File: config.mk
export PLATFORM = sky130hd
export DESIGN_NAME = url_percent_decoder_unit
export DESIGN_NICKNAME = d
export VERILOG_FILES = /design/src/design/udec_pkg.sv /design/src/design/udec_front.sv /design/src/design/udec_fifo.sv /design/src/design/udec_back.sv /design/src/design/url_percent_decoder_unit.sv
export VERILOG_INCLUDE_DIRS = /design/src /design/src/design
export SDC_FILE = /design/constraint.sdc
export NUM_CORES = 1
export LEC_CHECK = 0
export BUFFER_PORTS_ARGS = -buffer_cell sky130_fd_sc_hd__buf_2
export CAP_MARGIN = 20
export CORE_ASPECT_RATIO = 0.75
export CORE_UTILIZATION = 57
export CTS_BUF_LIST = sky130_fd_sc_hd__clkbuf_4 sky130_fd_sc_hd__clkbuf_8
export DETAILED_ROUTE_END_ITERATION = 7
export GPL_ROUTABILITY_DRIVEN = 0
export PLACE_DENSITY_LB_ADDON = 0.05
export SLEW_MARGIN = 10
export SYNTH_ARGS = -nofsm -noshare
export SYNTH_HDL_FRONTEND = slang
export SYNTH_SLANG_ARGS = --single-unit
File: constraint.sdc
create_clock -name i_clk -period 3.2 [get_ports i_clk]
set_clock_uncertainty 0.1 [all_clocks]
set_input_delay 0.32 -clock i_clk [delete_from_list [all_inputs] [get_ports i_clk]]
set_output_delay 0.32 -clock i_clk [all_outputs]
set_load 0.02 [all_outputs]
File: src/design/assert_macros.svh
// assert_macros.svh: concurrent assertion helpers shared by the RTL modules.
// Depends on nothing; included by files that carry assertions.
`ifndef ASSERT_MACROS_SVH
`define ASSERT_MACROS_SVH

// property must hold at every rising clock edge outside reset
`define ASSERT_ALWAYS(label, clk, rst_n, prop) \
    label: assert property (@(posedge clk) disable iff (!rst_n) (prop)) \
        else $error("%m: assertion failed");

// implication, antecedent and consequent given as one property expression
`define ASSERT_IMPLY(label, clk, rst_n, seq) \
    label: assert property (@(posedge clk) disable iff (!rst_n) seq) \
        else $error("%m: implication failed");

`endif

File: src/design/udec_pkg.sv
// udec_pkg: request types, work records, characters and hex helpers for the
// URL percent decoder. Depends on nothing.
package udec_pkg;

    typedef struct packed {
        logic       kind;
        logic [7:0] char_byte;
    } t_in_req;

    typedef struct packed {
        logic [7:0]  out_byte;
        logic        is_terminator;
        logic [15:0] decoded_length;
        logic        last_of_run;
    } t_out_req;

    // up to three decoded bytes plus an optional terminator for one input request
    typedef struct packed {
        logic [7:0] b0;
        logic [7:0] b1;
        logic [7:0] b2;
        logic [1:0] ndata;
        logic       term;
    } t_work;

    typedef enum logic [2:0] {
        PH_IDLE = 3'b001,
        PH_PCT  = 3'b010,
        PH_DIG  = 3'b100
    } t_phase;

    localparam int Q_DEPTH = 4;
    localparam int Q_AW    = 2;

    localparam logic KIND_CHAR = 1'b0;
    localparam logic KIND_END  = 1'b1;

    localparam logic [7:0] CH_PLUS  = 8'h2B;
    localparam logic [7:0] CH_PCT   = 8'h25;
    localparam logic [7:0] CH_QMARK = 8'h3F;
    localparam logic [7:0] CH_SPACE = 8'h20;
    localparam logic [7:0] CH_0     = 8'h30;
    localparam logic [7:0] CH_9     = 8'h39;
    localparam logic [7:0] CH_UA    = 8'h41;
    localparam logic [7:0] CH_UF    = 8'h46;
    localparam logic [7:0] CH_LA    = 8'h61;
    localparam logic [7:0] CH_LF    = 8'h66;
    localparam logic [3:0] HEX_TEN  = 4'd10;

    function automatic logic is_hex(input logic [7:0] c);
        return ((c >= CH_0) && (c <= CH_9)) || ((c >= CH_UA) && (c <= CH_UF)) ||
               ((c >= CH_LA) && (c <= CH_LF));
    endfunction

    // letters: low nibble 1..6 maps to 10..15
    function automatic logic [3:0] hex_val(input logic [7:0] c);
        logic [3:0] v;
        if (c <= CH_9) begin
            v = c[3:0];
        end else begin
            v = c[3:0] + (HEX_TEN - 4'd1);
        end
        return v;
    endfunction

endpackage

File: src/design/udec_front.sv
// udec_front: escape tracking and classification of accepted requests into
// work records. Depends on udec_pkg.
module udec_front (
    input  logic              i_clk,
    input  logic              i_rst_n,
    input  logic              i_take,
    input  udec_pkg::t_in_req i_req,
    output logic              o_push,
    output udec_pkg::t_work   o_work
);

    `include "assert_macros.svh"

    udec_pkg::t_phase r_phase, n_phase;
    logic [7:0]       r_held, n_held;
    udec_pkg::t_work  w;
    logic [7:0]       c;
    logic [7:0]       pb;
    logic             c_hex;
    logic             c_pct;

    assign c     = i_req.char_byte;
    assign c_hex = udec_pkg::is_hex(c);
    assign c_pct = (c == udec_pkg::CH_PCT);
    assign pb    = (c == udec_pkg::CH_PLUS) ? udec_pkg::CH_SPACE : c;

    always_comb begin
        n_phase = r_phase;
        n_held  = r_held;
        w       = '0;
        if (i_req.kind == udec_pkg::KIND_END) begin
            w.term  = 1'b1;
            n_phase = udec_pkg::PH_IDLE;
            n_held  = '0;
            case (r_phase)
                udec_pkg::PH_PCT: begin
                    w.b0    = udec_pkg::CH_QMARK;
                    w.ndata = 2'd1;
                end
                udec_pkg::PH_DIG: begin
                    w.b0    = udec_pkg::CH_QMARK;
                    w.b1    = r_held;
                    w.ndata = 2'd2;
                end
                default: w.ndata = 2'd0;
            endcase
        end else begin
            case (r_phase)
                udec_pkg::PH_PCT: begin
                    if (c_hex) begin
                        n_held  = c;
                        n_phase = udec_pkg::PH_DIG;
                    end else begin
                        w.b0 = udec_pkg::CH_QMARK;
                        if (c_pct) begin
                            w.ndata = 2'd1;
                            n_phase = udec_pkg::PH_PCT;
                        end else begin
                            w.b1    = pb;
                            w.ndata = 2'd2;
                            n_phase = udec_pkg::PH_IDLE;
                        end
                    end
                end
                udec_pkg::PH_DIG: begin
                    n_held = '0;
                    if (c_hex) begin
                        w.b0    = {udec_pkg::hex_val(r_held), udec_pkg::hex_val(c)};
                        w.ndata = 2'd1;
                        n_phase = udec_pkg::PH_IDLE;
                    end else begin
                        w.b0 = udec_pkg::CH_QMARK;
                        w.b1 = r_held;
                        if (c_pct) begin
                            w.ndata = 2'd2;
                            n_phase = udec_pkg::PH_PCT;
                        end else begin
                            w.b2    = pb;
                            w.ndata = 2'd3;
                            n_phase = udec_pkg::PH_IDLE;
                        end
                    end
                end
                default: begin
                    if (c_pct) begin
                        n_phase = udec_pkg::PH_PCT;
                    end else begin
                        w.b0    = pb;
                        w.ndata = 2'd1;
                        n_phase = udec_pkg::PH_IDLE;
                    end
                end
            endcase
        end
    end

    assign o_work = w;
    assign o_push = i_take && ((w.ndata != 2'd0) || w.term);

    always_ff @(posedge i_clk) begin
        if (!i_rst_n) begin
            r_phase <= udec_pkg::PH_IDLE;
            r_held  <= '0;
        end else if (i_take) begin
            r_phase <= n_phase;
            r_held  <= n_held;
        end
    end

    `ASSERT_IMPLY(a_end_clears_phase, i_clk, i_rst_n,
        (i_take && i_req.kind == udec_pkg::KIND_END) |=> (r_phase == udec_pkg::PH_IDLE))
    `ASSERT_IMPLY(a_dig_holds_hex, i_clk, i_rst_n,
        (r_phase == udec_pkg::PH_DIG) |-> udec_pkg::is_hex(r_held))

endmodule

File: src/design/udec_fifo.sv
// udec_fifo: short queue of work records between front and back.
// Depends on udec_pkg.
module udec_fifo (
    input  logic            i_clk,
    input  logic            i_rst_n,
    input  logic            i_push,
    input  udec_pkg::t_work i_data,
    input  logic            i_pop,
    output udec_pkg::t_work o_data,
    output logic            o_full,
    output logic            o_empty
);

    `include "assert_macros.svh"

    udec_pkg::t_work           r_mem [udec_pkg::Q_DEPTH];
    logic [udec_pkg::Q_AW-1:0] r_wp;
    logic [udec_pkg::Q_AW-1:0] r_rp;
    logic [udec_pkg::Q_AW:0]   r_cnt;
    logic                      do_push;
    logic                      do_pop;

    assign o_full  = (r_cnt == (udec_pkg::Q_AW+1)'(udec_pkg::Q_DEPTH));
    assign o_empty = (r_cnt == '0);
    assign do_push = i_push && !o_full;
    assign do_pop  = i_pop && !o_empty;
    assign o_data  = r_mem[r_rp];

    always_ff @(posedge i_clk) begin
        if (do_push) begin
            r_mem[r_wp] <= i_data;
        end
    end

    always_ff @(posedge i_clk) begin
        if (!i_rst_n) begin
            r_wp  <= '0;
            r_rp  <= '0;
            r_cnt <= '0;
        end else begin
            if (do_push) begin
                r_wp <= r_wp + 1'b1;
            end
            if (do_pop) begin
                r_rp <= r_rp + 1'b1;
            end
            if (do_push && !do_pop) begin
                r_cnt <= r_cnt + 1'b1;
            end else if (do_pop && !do_push) begin
                r_cnt <= r_cnt - 1'b1;
            end
        end
    end

    `ASSERT_ALWAYS(a_cnt_bound, i_clk, i_rst_n,
        r_cnt <= (udec_pkg::Q_AW+1)'(udec_pkg::Q_DEPTH))

endmodule

File: src/design/udec_back.sv
// udec_back: expands work records into result requests, one per cycle
// unless stalled; keeps the saturating decoded length. Needs udec_pkg.
module udec_back #(
    parameter logic [15:0] LEN_CAP = 16'hFFFF
) (
    input  logic               i_clk,
    input  logic               i_rst_n,
    input  udec_pkg::t_work    i_work,
    input  logic               i_avail,
    output logic               o_take,
    input  logic               i_pop,
    output logic               o_empty,
    output udec_pkg::t_out_req o_req
);

    `include "assert_macros.svh"

    udec_pkg::t_out_req r_out, n_out;
    logic               r_valid;
    logic [1:0]         r_idx;
    logic [15:0]        r_len, n_len;
    logic [2:0]         total;
    logic               is_last;
    logic               is_data;
    logic               load;
    logic               step;
    logic [7:0]         sel_byte;

    assign total   = {1'b0, i_work.ndata} + {2'b00, i_work.term};
    assign is_last = ({1'b0, r_idx} == (total - 3'd1));
    assign is_data = (r_idx < i_work.ndata);
    assign load    = !r_valid || i_pop;
    assign step    = load && i_avail;

    always_comb begin
        case (r_idx)
            2'd0:    sel_byte = i_work.b0;
            2'd1:    sel_byte = i_work.b1;
            2'd2:    sel_byte = i_work.b2;
            default: sel_byte = '0;
        endcase
    end

    always_comb begin
        n_out             = '0;
        n_out.last_of_run = is_last;
        if (is_data) begin
            n_out.out_byte = sel_byte;
            n_len          = (r_len < LEN_CAP) ? r_len + 16'd1 : r_len;
        end else begin
            n_out.is_terminator  = 1'b1;
            n_out.decoded_length = r_len;
            n_len                = '0;
        end
    end

    always_ff @(posedge i_clk) begin
        if (step) begin
            r_out <= n_out;
        end
    end

    always_ff @(posedge i_clk) begin
        if (!i_rst_n) begin
            r_valid <= 1'b0;
            r_idx   <= '0;
            r_len   <= '0;
        end else if (step) begin
            r_valid <= 1'b1;
            r_len   <= n_len;
            r_idx   <= is_last ? 2'd0 : r_idx + 2'd1;
        end else if (load) begin
            r_valid <= 1'b0;
        end
    end

    assign o_take  = step && is_last;
    assign o_empty = !r_valid;
    assign o_req   = r_out;

    `ASSERT_ALWAYS(a_len_cap, i_clk, i_rst_n, r_len <= LEN_CAP)
    `ASSERT_IMPLY(a_idx_in_record, i_clk, i_rst_n,
        i_avail |-> ({1'b0, r_idx} < total))

endmodule

File: src/design/url_percent_decoder_unit.sv
// url_percent_decoder_unit: top level of the streaming URL percent decoder.
// Depends on udec_pkg, udec_front, udec_fifo, udec_back.
//
//   channel   handshake         payload
//   input     push / full       i_in_req  (kind, char_byte)
//   result    pop / empty       o_out_req (out_byte, is_terminator,
//                                          decoded_length, last_of_run)
//
// The front classifies one request per cycle while the queue is not full; the
// back delivers one result per cycle while results are popped, so an input
// giving k results holds the back for all k. A four-entry record queue sits
// between them and sets how far the input runs ahead; results are registered.
// Reset is synchronous, active low; no clearing pass is needed.
module url_percent_decoder_unit #(
    parameter longint unsigned MAX_LENGTH = 65535
) (
    input  logic               i_clk,
    input  logic               i_rst_n,
    input  logic               push,
    output logic               full,
    input  udec_pkg::t_in_req  i_in_req,
    output logic               empty,
    input  logic               pop,
    output udec_pkg::t_out_req o_out_req
);

    localparam logic [15:0] LEN_CAP =
        (MAX_LENGTH < 64'd65535) ? 16'(MAX_LENGTH) : 16'hFFFF;

    logic            take;
    logic            f_push;
    udec_pkg::t_work f_work;
    udec_pkg::t_work q_work;
    logic            q_empty;
    logic            q_pop;

    assign take = push && !full;

    udec_front u_front (
        .i_clk   (i_clk),
        .i_rst_n (i_rst_n),
        .i_take  (take),
        .i_req   (i_in_req),
        .o_push  (f_push),
        .o_work  (f_work)
    );

    udec_fifo u_fifo (
        .i_clk   (i_clk),
        .i_rst_n (i_rst_n),
        .i_push  (f_push),
        .i_data  (f_work),
        .i_pop   (q_pop),
        .o_data  (q_work),
        .o_full  (full),
        .o_empty (q_empty)
    );

    udec_back #(
        .LEN_CAP (LEN_CAP)
    ) u_back (
        .i_clk   (i_clk),
        .i_rst_n (i_rst_n),
        .i_work  (q_work),
        .i_avail (!q_empty),
        .o_take  (q_pop),
        .i_pop   (pop),
        .o_empty (empty),
        .o_req   (o_out_req)
    );

endmodule

==> Word level (Yosys, flattened, before mapping) <==
Memory sizes are Yosys's and may differ from the RTL's. A register that Yosys moved wholly into a read port is not among the register bits.
Index checks and enable logic that the tools add are counted.
{ "op_classes": {"addsub": 10, "n_lt_le_gt_ge": 9, "eq_ne": 10, "mux": 44, "reduce_logical": 29} }
{ "op_table": {"columns": ["op", "n"], "rows": [
  ["$mux 16", 4],
  ["$mux 8", 8],
  ["$pmux 8 s2", 3],
  ["$pmux 8 s3", 1],
  ["$mux 17", 1],
  ["$add 16x1->16 const B", 1],
  ["$eq 8x6->1 const B", 2],
  ["$ge 8x7->1 const B", 2],
  ["$le 8x6->1 const B", 2],
  ["$le 8x7->1 const B", 2],
  ["$lt 16x16->1 const B", 1],
  ["$mux 2", 8],
  ["$mux 3", 5],
  ["$mux 14", 1],
  ["$logic_and 1x1->1", 11],
  ["$add 4x4->4 const B", 2],
  ["$ge 8x6->1 const B", 1],
  ["$mux 4", 2],
  ["$pmux 2 s2", 2],
  ["$mux 1", 7],
  ["$add 2x1->2 const B", 3],
  ["$eq 3x3->1 const B", 2],
  ["$mux 6", 1],
  ["$pmux 3 s2", 1],
  ["other kinds (19)", 29]
]} }
{ "word_totals": {"reg_bits": 63, "ram_bits": 108, "out_inout_bits": 28, "n_memories": 1} }
{ "memory_table": {"columns": ["memory", "words", "word_bits", "rd", "rd_ports_with_merged_regs", "wr", "line_no", "rtl"], "rows": [
  ["u_fifo.r_mem", 4, 27, 1, 1, 1, "udec_fifo.sv:16", "udec_pkg::t_work r_mem [udec_pkg::Q_DEPTH];"]
]} }

==> Depth between registers and ports, before layout <==
{ "depth": {"ltp_word": 15, "ltp_mapped": 15} }

==> Modules after synthesis <==
A second synthesis with hierarchy kept.
{ "hier_totals": {"cells_unflattened": 561, "area_unflattened_um2": 7842.5} }
{ "modules_own_cells": {"columns": ["module", "instances", "cells_each", "area_per_inst_um2", "seq_area_each_um2"], "rows": [
  ["udec_fifo", 1, 189, 4400.5, 3423.3],
  ["udec_back", 1, 206, 2200.9, 1161.1],
  ["udec_front", 1, 164, 1223.7, 220.2],
  ["url_percent_decoder_unit", 1, 2, 17.5, 0.0]
]} }

==> Worst setup path after synthesis <==
No wires, ideal clock.
{ "synth_timing": {"path_type": "register to register", "startpoint": "register (tool-made name)", "endpoint": "register u_fifo.r_cnt[2] in the netlist's numbering", "t_arrival_ps": 3333, "t_required_ps": 3024, "path_slack_ps": -308, "stages_incl_launch_ff": 16, "n_path_buf": 2, "path_cell_list": "dfxtp_1 -> buf_4 -> buf_2 -> mux4_2 -> inv_1 -> ha_1 -> ha_1 -> xnor2_1 -> nor3_1 -> nand2_1 -> ha_1 -> inv_1 -> fa_1 -> xor2_1 -> or3_1 -> a21boi_0"} }
{ "synth_rtl": {"columns": ["item", "line_no", "rtl"], "rows": [
  ["end signal: assignment", "udec_fifo.sv:48", "r_cnt <= r_cnt + 1'b1;"],
  ["end signal: assignment", "udec_fifo.sv:50", "r_cnt <= r_cnt - 1'b1;"],
  ["end: declaration", "udec_fifo.sv:19", "logic [udec_pkg::Q_AW:0] r_cnt;"]
]} }

==> results <==
- The total via count after detailed routing is 4,552.
- Dividing total power by cell area gives a power density of 722 mW/mm2.
- The fraction of registers with async set or reset after synthesis is 0.
- Once detail routing completed, the nets flagged for antenna violations numbered 0.
- The ratio of cells with drive above 1 in the final layout is 0.210.
- The area growth from synthesis to layout is 12.3%.
- The mapped netlist covers 0.00748 mm2.
- The proportion of netlist area held by the largest area contributor is 0.538.
- Setup repair after global routing left no endpoint under its margin.
- The setup path with the least slack is of type reg -> reg.
- The worst setup path is launched from a flip-flop.
- Clock tree synthesis selected as its root buffer the cell sky130_fd_sc_hd__clkbuf_8.
- The hold path startpoint is i_in_req[3].
- The worst setup path is captured at a flip-flop.
- The number of H-tree branching levels is 4.
- In the synthesized netlist the dominant register cell turns out to be sky130_fd_sc_hd__edfxtp_1.
- For the pin with the worst max-slew slack, the measured transition is 758 ps.
- The total half-perimeter wirelength after legalization and detailed placement is 9740 um.
- The effective utilization at floorplan is 0.598.
- The worst hold path terminates at u_front.r_held[3].
- The largest buffer count on any clock path is 2.
- For this run, the number of Yosys warnings is 0.
- For this design the static power due to leakage is 0.00299 uW.
- The number of port buffers is 40.
- The floorplan step defined a die boundary enclosing 0.0136 mm2.
- Clock latency on the worst-skew pair, taken at its later pin, is 460 ps.
- Timing would allow up to 324 MHz.
- The wire length of the first global-routing pass is 23,400 um.
- The number of failing hold endpoints at the final stage is 0.
- The standard-cell row count is 35.
- In the global route stage, overall resource usage came out at 0.233.
- The top cell types in the final layout, fill and taps aside, are sky130_fd_sc_hd__edfxtp_1, sky130_fd_sc_hd__nor2_1, sky130_fd_sc_hd__buf_2.
- The final worst-path cycle share is 0.965.
- Measured along the y axis, the die boundary spans 101 um.
- The tightest min-delay check is of the in -> reg type.
- The number of vias per cell is 5.90.
- The synthesized design spends more area on one cell type than any other, namely sky130_fd_sc_hd__edfxtp_1.
- The width of the die is 134 um.
- The count of maximum capacitance violations is 0.
- The post-CTS repair timing setup buffer count is 0.
- The worst-case IR drop observed on VDD is 0.345 mV.
- The worst-case reg-to-reg path depth is 13.
- After global routing the overflow that remains totals 0.
- Counting I/O delays and the setup requirement, the final critical path takes 3090 ps.
- Yosys mapped a number of flops with a built-in enable equal to 134.
- Dividing the synthesized area by the synthesized cell count gives 13.9 um2.
- The post-synthesis register bit count is 173.
- The completed layout was analyzed and its total power is 6070 uW.
- The number of diodes is 0.
- The number of design-rule violations left by the first detailed-router iteration is 330.
- The core region is 0.0125 mm2.
- The register-to-register setup slack is 110 ps.
- Along the worst path, the maximum fanout reaches 4.
- The run finished with clean final reports.
- The initial antenna violation count is 0.
- The worst register-to-register path ends at u_fifo.r_cnt[2].
- The hold path depth is 2.
- The worst max-slew margin expressed relative to the limit is 0.490.
- For this design, the sink count on the clock tree is 173.
- The sum of negative setup slack is 0 ps.
- The distinct cell type count after synthesis is 53.
- The pin count of the biggest net entering global routing is 34.
- Ranked by total cell area, the synthesized netlist is headed by sky130_fd_sc_hd__edfxtp_1, sky130_fd_sc_hd__dfxtp_1, sky130_fd_sc_hd__mux4_2, sky130_fd_sc_hd__ha_1, sky130_fd_sc_hd__nor2_1.
- The number of nets in the synthesized netlist is 571.
- The final layout contains routed wiring with a total length of 14,700 um.
- Setup violations remaining at the end of the flow were counted as 0.
- Before antenna repair, the detailed router went through 5 iterations.
- The number of primary I/O pins is 41.
- The library cell used most frequently in the layout, excluding fill and tap cells, is sky130_fd_sc_hd__edfxtp_1.
- The total count of max-transition violations in the final report is 0.
- Data on the critical path arrives at its endpoint at 3380 ps.
- The number of remaining DRC errors is 0.
- At the worst endpoint, the required time is 3490 ps.
- The clock edge transition at the registers on the reported setup and hold paths is 90 ps.
- TritonCTS built the clock tree.
- At the end of the flow, the number of nets in the layout was 627.
- The part of the Yosys area used for sequential elements is 0.642.
- The mean routed wirelength per cell is 19.0 um.
- Buffers inserted during clock tree synthesis total 17.
- The number of cells produced by synthesis is 537.
- The via count of the first global-routing pass is 4,334.
[layout make-up]
type | instances | area, um2
clock buffer | 17 | 234
clock inverter | 15 | 170
fill | 923 | 4120
tap | 166 | 208
multi-input combinational | 323 | 2530
timing repair buffer | 58 | 385
sequential | 173 | 4810
inverter | 20 | 75.1
[cells in the mapped netlist, drive strengths merged, types with 17 or more instances]
cell type and instances:
a21oi 22, dfxtp 39, inv 19, edfxtp 134
xnor2 19, mux4 27, nor2b 22, nand2 35
nor2 50, ha 20, o21ai 17
[flip-flops by register name (all words and copies together), names as in the netlist, named ones only]
signal           flops
u_back.o_req        26
u_back.r_idx         2
u_back.r_len        16
u_back.r_valid       1
u_fifo.r_cnt         3
u_fifo.r_mem       108
u_fifo.r_rp          2
u_fifo.r_wp          2
u_front.r_held       8
u_front.r_phase      3
[stage by stage]
stage / area, um2 / worst slack [ps] / util / hold slack (ps) / instances
5_1_grt: 8410 / 0.513 / 0.671 / 78.6 / 772
4_1_cts: 8400 / 58.9 / 0.671 / 58.6 / 772
2_1_floorplan: 7520 / 12.8 / - / 319 / 537
3_5_place_dp: 8000 / 103 / 0.639 / 407 / 740
3_3_place_gp: 8000 / 196 / 0.639 / 385 / 740
6_report: 8410 / 113 / 0.671 / 89.1 / 772
[report_power, final]
| part | internal, uW | switching (uW) | total, uW |
|---|---|---|---|
| clock network | 658 | 870 | 1530 |
| logic | 576 | 998 | 1570 |
| registers | 2840 | 125 | 2970 |
| total | 4080 | 1990 | 6070 |
[what timing repair did]
action,4_1_cts,5_1_grt
hold buffers,0,0
hold endpoints to repair,0,0
setup endpoints to repair,0,1
gates resized for setup,0,1
[logic make-up (layout without fill, tap and decap cells)]
kind of cell    count (synthesis)  in the layout  share of synthesized area
xor+xnor                       21             21                     0.0246
buf+inv                        41            110                     0.0219
fa+ha+maj                      21             21                     0.0361
mux                            33             33                     0.0894
simple gates                  163            163                      0.108
compound gates                 85             85                     0.0777
flops                         173            173                      0.642
[metal layers]
layer | share of wire | track usage | up-vias
li1 | - | - | 2133
met1 | 0.49 | 0.357 | 2242
met2 | 0.44 | 0.338 | 162
met3 | 0.057 | 0.0501 | 15
met4 | 0.0094 | 0.0648 | 0
met5 | 0 | 0 | -
[worst max-delay path, stage by stage, from the launching register on]
cell and delay [ps]:
sky130_fd_sc_hd__dfxtp_4 390, sky130_fd_sc_hd__mux4_2 500, sky130_fd_sc_hd__inv_1 80, sky130_fd_sc_hd__ha_1 140, sky130_fd_sc_hd__ha_1 240, sky130_fd_sc_hd__xnor2_1 190
sky130_fd_sc_hd__nor3_2 80, sky130_fd_sc_hd__nand2_1 130, sky130_fd_sc_hd__ha_2 220, sky130_fd_sc_hd__inv_2 40, sky130_fd_sc_hd__fa_2 320, sky130_fd_sc_hd__xor2_1 160
sky130_fd_sc_hd__or3_1 330, sky130_fd_sc_hd__a21boi_1 120
[worst max-delay path by stage]
stage / from / to / depth (start not counted)
5_1_grt: flip-flop / u_fifo.r_cnt[2] / 13
2_1_floorplan: flip-flop / u_fifo.r_cnt[2] / 15
3_3_place_gp: flip-flop / u_fifo.r_cnt[2] / 13
3_5_place_dp: i_in_req[1] / u_fifo.r_cnt[2] / 14
6_report: flip-flop / u_fifo.r_cnt[2] / 13
4_1_cts: flip-flop / u_fifo.r_cnt[2] / 13
No activity file was read; power rests on OpenSTA's default activity.
